<file path="src/rtl/core/assert_macros.svh">
// Assertion macros for the queue RTL.
// Files that check their own logic include this header by its bare name.
`ifndef ASSERT_MACROS_SVH
`define ASSERT_MACROS_SVH

// Checked on every clock edge while reset is released.
`define FQS_ASSERT_RST(lbl, prop, msg) \
    lbl: assert property (@(posedge i_clk) disable iff (!i_rst_n) prop) else $error(msg);

// Checked on every clock edge, during reset too.
`define FQS_ASSERT_ALWAYS(lbl, prop, msg) \
    lbl: assert property (@(posedge i_clk) prop) else $error(msg);

`endif

</file>
<file path="src/rtl/core/fqs_pkg.sv">
// Shared types and codes for the FIFO queue with search.
// No dependencies; the top module and fqs_out import this package.
package fqs_pkg;

    typedef enum logic [1:0] {
        CMD_INSERT = 2'd0,
        CMD_SEARCH = 2'd1,
        CMD_REMOVE = 2'd2,
        CMD_LIST   = 2'd3
    } t_cmd;

    typedef enum logic [1:0] {
        ST_OK       = 2'd0,
        ST_FULL     = 2'd1,
        ST_EMPTY    = 2'd2,
        ST_NOTFOUND = 2'd3
    } t_status;

    typedef enum logic {
        S_IDLE = 1'b0,
        S_WALK = 1'b1
    } t_state;

    typedef struct packed {
        t_status            status;
        logic signed [31:0] data;
        logic        [5:0]  position;
        logic        [6:0]  count;
        logic               last;
    } t_result;

endpackage

</file>
<file path="src/rtl/core/fifo_queue_with_search_top.sv">
// Bounded FIFO of signed 32-bit values held in a ring memory addressed from a head pointer.
// Insert, remove and any command on an empty queue give one result item each.
// Search reads the held entries from the head, one per cycle through the memory's single read
// port, and stops at the first match; a miss ends the walk after the last held entry. List gives
// one item per held entry at one per cycle while the consumer is ready. One command is
// worked on at a time; the next is accepted once the walk is over and the output register can
// take a result, so a consumer that holds off stalls both the walk and the input.
// Depends on fqs_pkg, fqs_store, fqs_out and assert_macros.svh.
module fifo_queue_with_search_top #(
    parameter int DEPTH = 64
) (
    input  logic                  i_clk,
    input  logic                  i_rst_n,
    input  logic                  i_valid,
    output logic                  o_ready,
    input  fqs_pkg::t_cmd         i_cmd,
    input  logic signed [31:0]    i_value,
    output logic                  o_valid,
    input  logic                  i_ready,
    output fqs_pkg::t_status      o_status,
    output logic signed [31:0]    o_data,
    output logic [5:0]            o_position,
    output logic [6:0]            o_count,
    output logic                  o_last
);
    import fqs_pkg::*;

    localparam int AW = (DEPTH > 1) ? $clog2(DEPTH) : 1;
    localparam logic [6:0]  DEPTH_C = 7'(DEPTH);
    localparam logic [AW:0] DEPTH_W = (AW + 1)'(DEPTH);

    t_state             r_state, n_state;
    logic [AW-1:0]      r_head, n_head;
    logic [6:0]         r_count, n_count;
    t_cmd               r_cmd, n_cmd;
    logic signed [31:0] r_key, n_key;
    logic [6:0]         r_idx, n_idx;
    logic               r_rd_vld, n_rd_vld;
    logic [5:0]         r_rd_pos, n_rd_pos;

    logic               w_acc;
    logic               w_done;
    logic               w_out_free;
    logic               w_load;
    t_result            w_res;
    t_result            w_out_res;
    logic               w_wr_en;
    logic               w_rd_en;
    logic [AW-1:0]      w_rd_addr;
    logic signed [31:0] w_rd_data;

    function automatic logic [AW-1:0] slot_of(input logic [AW-1:0] head,
                                              input logic [6:0] off);
        logic [AW:0] sum;
        sum = (AW + 1)'(head) + (AW + 1)'(off[AW-1:0]);
        if (sum >= DEPTH_W) begin
            sum = sum - DEPTH_W;
        end
        return sum[AW-1:0];
    endfunction

    fqs_store #(
        .DEPTH (DEPTH),
        .AW    (AW)
    ) u_store (
        .i_clk     (i_clk),
        .i_wr_en   (w_wr_en),
        .i_wr_addr (slot_of(r_head, r_count)),
        .i_wr_data (i_value),
        .i_rd_en   (w_rd_en),
        .i_rd_addr (w_rd_addr),
        .o_rd_data (w_rd_data)
    );

    fqs_out u_out (
        .i_clk   (i_clk),
        .i_rst_n (i_rst_n),
        .i_load  (w_load),
        .i_res   (w_res),
        .o_free  (w_out_free),
        .o_valid (o_valid),
        .i_ready (i_ready),
        .o_res   (w_out_res)
    );

    assign o_status   = w_out_res.status;
    assign o_data     = w_out_res.data;
    assign o_position = w_out_res.position;
    assign o_count    = w_out_res.count;
    assign o_last     = w_out_res.last;

    assign o_ready = (r_state == S_IDLE) && w_out_free;
    assign w_acc   = i_valid && o_ready;

    always_comb begin
        n_state = r_state;
        unique case (r_state)
            S_IDLE: begin
                if (w_acc && r_count != 7'd0
                    && (i_cmd == CMD_SEARCH || i_cmd == CMD_LIST)) begin
                    n_state = S_WALK;
                end
            end
            S_WALK: begin
                if (w_done) begin
                    n_state = S_IDLE;
                end
            end
            default: n_state = S_IDLE;
        endcase
    end

    always_comb begin
        logic hit;
        logic end_pos;
        logic consume;
        logic issue;

        hit      = (w_rd_data == r_key);
        end_pos  = ((7'(r_rd_pos) + 7'd1) == r_count);
        consume  = 1'b0;
        issue    = 1'b0;
        w_done   = 1'b0;
        w_load   = 1'b0;
        w_res    = '0;
        w_wr_en  = 1'b0;
        w_rd_en  = 1'b0;
        w_rd_addr = slot_of(r_head, r_idx);
        n_head   = r_head;
        n_count  = r_count;
        n_cmd    = r_cmd;
        n_key    = r_key;
        n_idx    = r_idx;
        n_rd_vld = r_rd_vld;
        n_rd_pos = r_rd_pos;

        unique case (r_state)
            S_IDLE: begin
                if (w_acc) begin
                    w_res.last = 1'b1;
                    unique case (i_cmd) inside
                        CMD_INSERT: begin
                            w_load = 1'b1;
                            if (r_count < DEPTH_C) begin
                                w_wr_en       = 1'b1;
                                n_count       = r_count + 7'd1;
                                w_res.status  = ST_OK;
                            end else begin
                                w_res.status  = ST_FULL;
                            end
                        end
                        CMD_REMOVE: begin
                            w_load = 1'b1;
                            if (r_count == 7'd0) begin
                                w_res.status = ST_EMPTY;
                            end else begin
                                n_head       = slot_of(r_head, 7'd1);
                                n_count      = r_count - 7'd1;
                                w_res.status = ST_OK;
                            end
                        end
                        CMD_SEARCH, CMD_LIST: begin
                            if (r_count == 7'd0) begin
                                w_load       = 1'b1;
                                w_res.status = ST_EMPTY;
                            end else begin
                                n_cmd    = i_cmd;
                                n_key    = i_value;
                                n_idx    = 7'd0;
                                n_rd_vld = 1'b0;
                            end
                        end
                    endcase
                    w_res.count = n_count;
                end
            end
            S_WALK: begin
                // The registered read data is the one stage of the walk; it holds
                // until its result can go to the output register.
                if (r_rd_vld) begin
                    w_res.count    = r_count;
                    w_res.data     = w_rd_data;
                    w_res.position = r_rd_pos;
                    if (r_cmd == CMD_LIST) begin
                        if (w_out_free) begin
                            w_load       = 1'b1;
                            w_res.status = ST_OK;
                            w_res.last   = end_pos;
                            consume      = 1'b1;
                            w_done       = end_pos;
                        end
                    end else if (hit || end_pos) begin
                        if (w_out_free) begin
                            w_load     = 1'b1;
                            w_res.last = 1'b1;
                            consume    = 1'b1;
                            w_done     = 1'b1;
                            if (hit) begin
                                w_res.status = ST_OK;
                            end else begin
                                w_res.status   = ST_NOTFOUND;
                                w_res.data     = '0;
                                w_res.position = '0;
                            end
                        end
                    end else begin
                        consume = 1'b1;
                    end
                end
                issue = (!r_rd_vld || consume) && !w_done && (r_idx < r_count);
                if (issue) begin
                    w_rd_en  = 1'b1;
                    n_rd_pos = r_idx[5:0];
                    n_idx    = r_idx + 7'd1;
                end
                if (issue) begin
                    n_rd_vld = 1'b1;
                end else if (consume) begin
                    n_rd_vld = 1'b0;
                end
            end
            default: begin
                n_rd_vld = 1'b0;
            end
        endcase
    end

    always_ff @(posedge i_clk) begin
        if (!i_rst_n) begin
            r_state  <= S_IDLE;
            r_head   <= '0;
            r_count  <= '0;
            r_idx    <= '0;
            r_rd_vld <= 1'b0;
        end else begin
            r_state  <= n_state;
            r_head   <= n_head;
            r_count  <= n_count;
            r_idx    <= n_idx;
            r_rd_vld <= n_rd_vld;
        end
    end

    always_ff @(posedge i_clk) begin
        r_cmd    <= n_cmd;
        r_key    <= n_key;
        r_rd_pos <= n_rd_pos;
    end

    `include "assert_macros.svh"

    `FQS_ASSERT_RST(a_count_bound, r_count <= DEPTH_C, "entry count exceeds depth")
    `FQS_ASSERT_RST(a_stage_in_walk, r_rd_vld |-> r_state == S_WALK,
                    "read stage valid outside walk")
    `FQS_ASSERT_RST(a_insert_grows,
                    (w_acc && i_cmd == CMD_INSERT && r_count < DEPTH_C)
                    |=> r_count == $past(r_count) + 7'd1,
                    "insert did not grow the queue")
    `FQS_ASSERT_RST(a_walk_no_write, r_state == S_WALK |-> !w_wr_en,
                    "memory written during a walk")

endmodule

</file>
<file path="src/rtl/core/fqs_store.sv">
// Entry memory of the queue: one write port, one read port, registered read data.
// Depends on nothing but its parameters.
module fqs_store #(
    parameter int DEPTH = 64,
    parameter int AW    = 6
) (
    input  logic                  i_clk,
    input  logic                  i_wr_en,
    input  logic [AW-1:0]         i_wr_addr,
    input  logic signed [31:0]    i_wr_data,
    input  logic                  i_rd_en,
    input  logic [AW-1:0]         i_rd_addr,
    output logic signed [31:0]    o_rd_data
);

    logic signed [31:0] mem [DEPTH];
    logic signed [31:0] r_rd_data;

    always_ff @(posedge i_clk) begin
        if (i_wr_en) begin
            mem[i_wr_addr] <= i_wr_data;
        end
    end

    // Read data holds while no read is issued, so it doubles as a stall stage.
    always_ff @(posedge i_clk) begin
        if (i_rd_en) begin
            r_rd_data <= mem[i_rd_addr];
        end
    end

    assign o_rd_data = r_rd_data;

endmodule

</file>
<file path="src/rtl/core/fqs_out.sv">
// Output register of the queue: holds one result item until the consumer takes it.
// Depends on fqs_pkg for the result type.
module fqs_out (
    input  logic              i_clk,
    input  logic              i_rst_n,
    input  logic              i_load,
    input  fqs_pkg::t_result  i_res,
    output logic              o_free,
    output logic              o_valid,
    input  logic              i_ready,
    output fqs_pkg::t_result  o_res
);
    import fqs_pkg::*;

    logic    r_valid;
    t_result r_res;

    assign o_free  = !r_valid || i_ready;
    assign o_valid = r_valid;
    assign o_res   = r_res;

    always_ff @(posedge i_clk) begin
        if (!i_rst_n) begin
            r_valid <= 1'b0;
        end else if (i_load) begin
            r_valid <= 1'b1;
        end else if (i_ready) begin
            r_valid <= 1'b0;
        end
    end

    always_ff @(posedge i_clk) begin
        if (i_load) begin
            r_res <= i_res;
        end
    end

endmodule

</file>
<file path="config.mk">
export PLATFORM = sky130hd
export DESIGN_NAME = fifo_queue_with_search_top
export DESIGN_NICKNAME = d
export VERILOG_FILES = /design/src/rtl/core/fqs_pkg.sv /design/src/rtl/core/fifo_queue_with_search_top.sv /design/src/rtl/core/fqs_store.sv /design/src/rtl/core/fqs_out.sv
export VERILOG_INCLUDE_DIRS = /design/src /design/src/rtl/core
export SDC_FILE = /design/constraint.sdc
export NUM_CORES = 2
export LEC_CHECK = 0
export ABC_AREA = 1
export BUFFER_PORTS_ARGS = -buffer_cell sky130_fd_sc_hd__buf_2
export CORE_AREA = 4 4 449 451
export DETAILED_ROUTE_END_ITERATION = 6
export DIE_AREA = 0 0 453 455
export PLACE_DENSITY_LB_ADDON = 0.1
export SLEW_MARGIN = 10
export SYNTH_ARGS = -nofsm -noshare
export SYNTH_HDL_FRONTEND = slang
export SYNTH_HIERARCHICAL = 1
export SYNTH_SLANG_ARGS = --single-unit
</file>
<file path="constraint.sdc">
create_clock -name i_clk -period 10.05 [get_ports i_clk]
set_clock_uncertainty 0.1 [all_clocks]
set_input_delay 0.5025 -clock i_clk [delete_from_list [all_inputs] [get_ports i_clk]]
set_output_delay 0.5025 -clock i_clk [all_outputs]
set_load 0.03 [all_outputs]
</file>
==> results.yml <==
run_status:
  outcome: "finished, final reports clean"
clock_tree:
  cts_tree: "yes"
  holdBufCountCts: 5
  cts-root-buf: "clkbuf_16"
  cts_made_buffers: 230
  ctsLongestPathBuffers: 3
  insertion_delay_ns: 0.85
  htree_levels: 4
  post_cts_buffers: 0
  path_clk_slew_ns: 0.06
  clock_sinks: 2191
  post_cts_resized: 0
logic_synthesis:
  yosysUniqueCellTypes: 40
  syn_avg_cell_area_um2: 12.0
  synth_seq_cells: 2191
  syn_area_um2: 88700
  synth_nets: 7431
  synthTopCellsByArea: "edfxtp_1 (73%), nand3_1 (11%), nand2_1 (10%), buf_2 (1.6%), nor2_1 (0.54%)"
  async_reset_ff_share_pct: 0
  postSynthCellCount: 7370
  yosys_warnings: 6
  synth_edf_count: 2168
  synth_seq_area_share_pct: 73.9
  yosysTopAreaCell: "edfxtp_1"
  synth_ff_type: "edfxtp_1"
  yosys.area.top_type_share_pct: 73.4
die:
  dieArea_um2: 206000
  io_pins: 88
  fp-row-count: 163
  initial_utilization_pct: 45.0
  die_h_um: 455
  core_um2: 197000
  die_w_um: 453
pwr:
  p_clk_share_pct: 38.5
  p_sw_mw: 5.89
  vdd_drop_max_mv: 0.147
  p_comb_share_pct: 14.0
  internal_power_mw: 15.6
  switching_share_pct: 27.4
  p_per_area_nw_per_um2: 216
  p_leak_nw: 34.5
  seqPwrFrac_pct: 47.5
route:
  via_per_inst: 5.73
  wl_per_cell_um: 26.8
  vias: 58600
  ant_nets: 0
  drc_errors: 0
  first_pass_iters: 6
  wl_um: 273000
  drt_iter0_drc: 6683
setup_path:
  critPathMaxFanout: 32
  endpoint_kind: "register"
  worstPathArrival_ns: 5.58
  worstSetupPathType: "register to register"
  startpoint: "r_count[2]"
  start_kind: "register"
  cp.required_ns: 10.39
  timing.rr.start: "r_count[2]"
finish:
  drive_above_1_share_pct: 8.43
  most-common-layout-cells: "nand2_1 (2396), edfxtp_1 (2168), nand3_1 (1931)"
  fin_nets: 7431
  layout_commonest_cell: "nand2_1"
  layout-area-overhead-vs-synth_pct: 12.0
  fin_cells: 10200
timing:
  layout_min_cycle_time_ns: 5.24
  period_share_pct: 52.2
  maxSlewHeadroom_pct: 14.2
  finalMaxSlewViolations: 0
  setup_tns_ns: 0
  rsz0062_at_grt: "false"
  finalSetupViolCount: 0
  fmax_ghz: 0.191
  worstMarginPinSlew_ns: 1.28
  whs_ns: 0.174
  hold_viol_final: 0
grt:
  grt_max_degree: 182
  antenna_found_initial: 10
  grt_pass1_vias: 54300
  grt_first_pass_wirelength_um: 391000
  grt_util_all_layers_pct: 26.1
  grt-ovfl-total: 0
placed_design:
  gp_congestion: 0.813
  dp.cells: 9772
  hpwl_um: 138000
  port_buffers: 87
flow_run:
  maxCapViolCount: 0
min_path:
  min_path_type: "primary input to register"
  min_from: "i_value[25]"
sequential cells by signal, summed over array words and instances (netlist names), 6 cells and up:
name	cells
u_store/mem	2048
u_out/o_res	48
r_key	32
u_store/o_rd_data	32
r_count	7
r_idx	7
r_head	6
r_rd_pos	6
cell families (layout without fill, tap and decap cells):
family,count (synthesis),count (layout),synth area share [%]
xor+xnor,43,43,0.425
flops,2191,2191,73.9
compound gates,70,70,0.439
other cells,0,12,0
simple gates,4499,4499,21.9
fa+ha+maj,23,23,0.341
buf+inv,544,740,2.97
per-layer routing:
layer	vias up	track usage, %	wire [um]
li1	26200	-	-
met1	29600	39.5	122000
met2	2413	39.9	124000
met3	324	3.75	21600
met4	2	6.41	6070
met5	-	0	17
power groups by stage:
| stage | clock network [mW] | registers (mW) | logic (mW) |
|---|---|---|---|
| 2_1_floorplan | 0 | 10.4 | 1.68 |
| 3_3_place_gp | 0 | 10.4 | 2.98 |
| 3_5_place_dp | 0 | 10.4 | 2.99 |
| 4_1_cts | 8.40 | 10.2 | 3.00 |
| 5_1_grt | 8.80 | 10.2 | 3.22 |
| 6_report | 8.27 | 10.2 | 3.00 |
path summary, 6_finish.rpt:
path,to,slack (ns),cells after the start
setup / recovery,u_store/mem[39][5],4.81,9
hold / removal,u_store/mem[34][25],0.17,1
setup reg to reg,u_store/mem[39][5],4.81,9
hold reg to reg,r_rd_vld,0.41,2
critical path: stages, from the launching register on:
cell and delay [ns]:
dfxtp_1 0.54, ha_1 0.35, nand2_1 0.08, nor2_1 0.04, a211oi_1 0.31, o21bai_1 0.11, a21oi_1 0.16, xor2_1 0.89
nand3_1 0.99, nor2_4 1.22
synth_stat cells (all sizes together), types with 2 or more instances:
cell type and count:
dfxtp 23, o21bai 3, nand3 1933, nor2 129
o21ai 28, fa 2, xnor2 32, o31ai 2
nor3 15, ha 21, edfxtp 2168, nand4 12
nand2 2399, nor4 9, o211ai 3, clkbuf 85
inv 79, xor2 11, a21oi 29, buf 380
a211oi 2
cell type report:
cell class,instances,area (um^2)
fillers,17300,97900
flip-flops and latches,2191,65600
multi-input cells,4635,21000
clock buffers,279,6050
well taps,2640,3300
repair buffers,233,1730
clock inverters,149,1230
inverters,79,340
diodes,12,30.0
per-stage QoR:
stage	instance area (um^2)	util (%)	power [mW]	worst slack, ns
2_1_floorplan	88700	-	12.1	4.11
3_3_place_gp	91900	46.6	13.4	4.92
3_5_place_dp	91900	46.6	13.4	4.92
4_1_cts	99200	50.3	21.6	4.88
5_1_grt	99300	50.3	22.2	4.65
6_report	99300	50.3	21.5	4.81
Note: power is estimated with default switching activity, not from simulation.
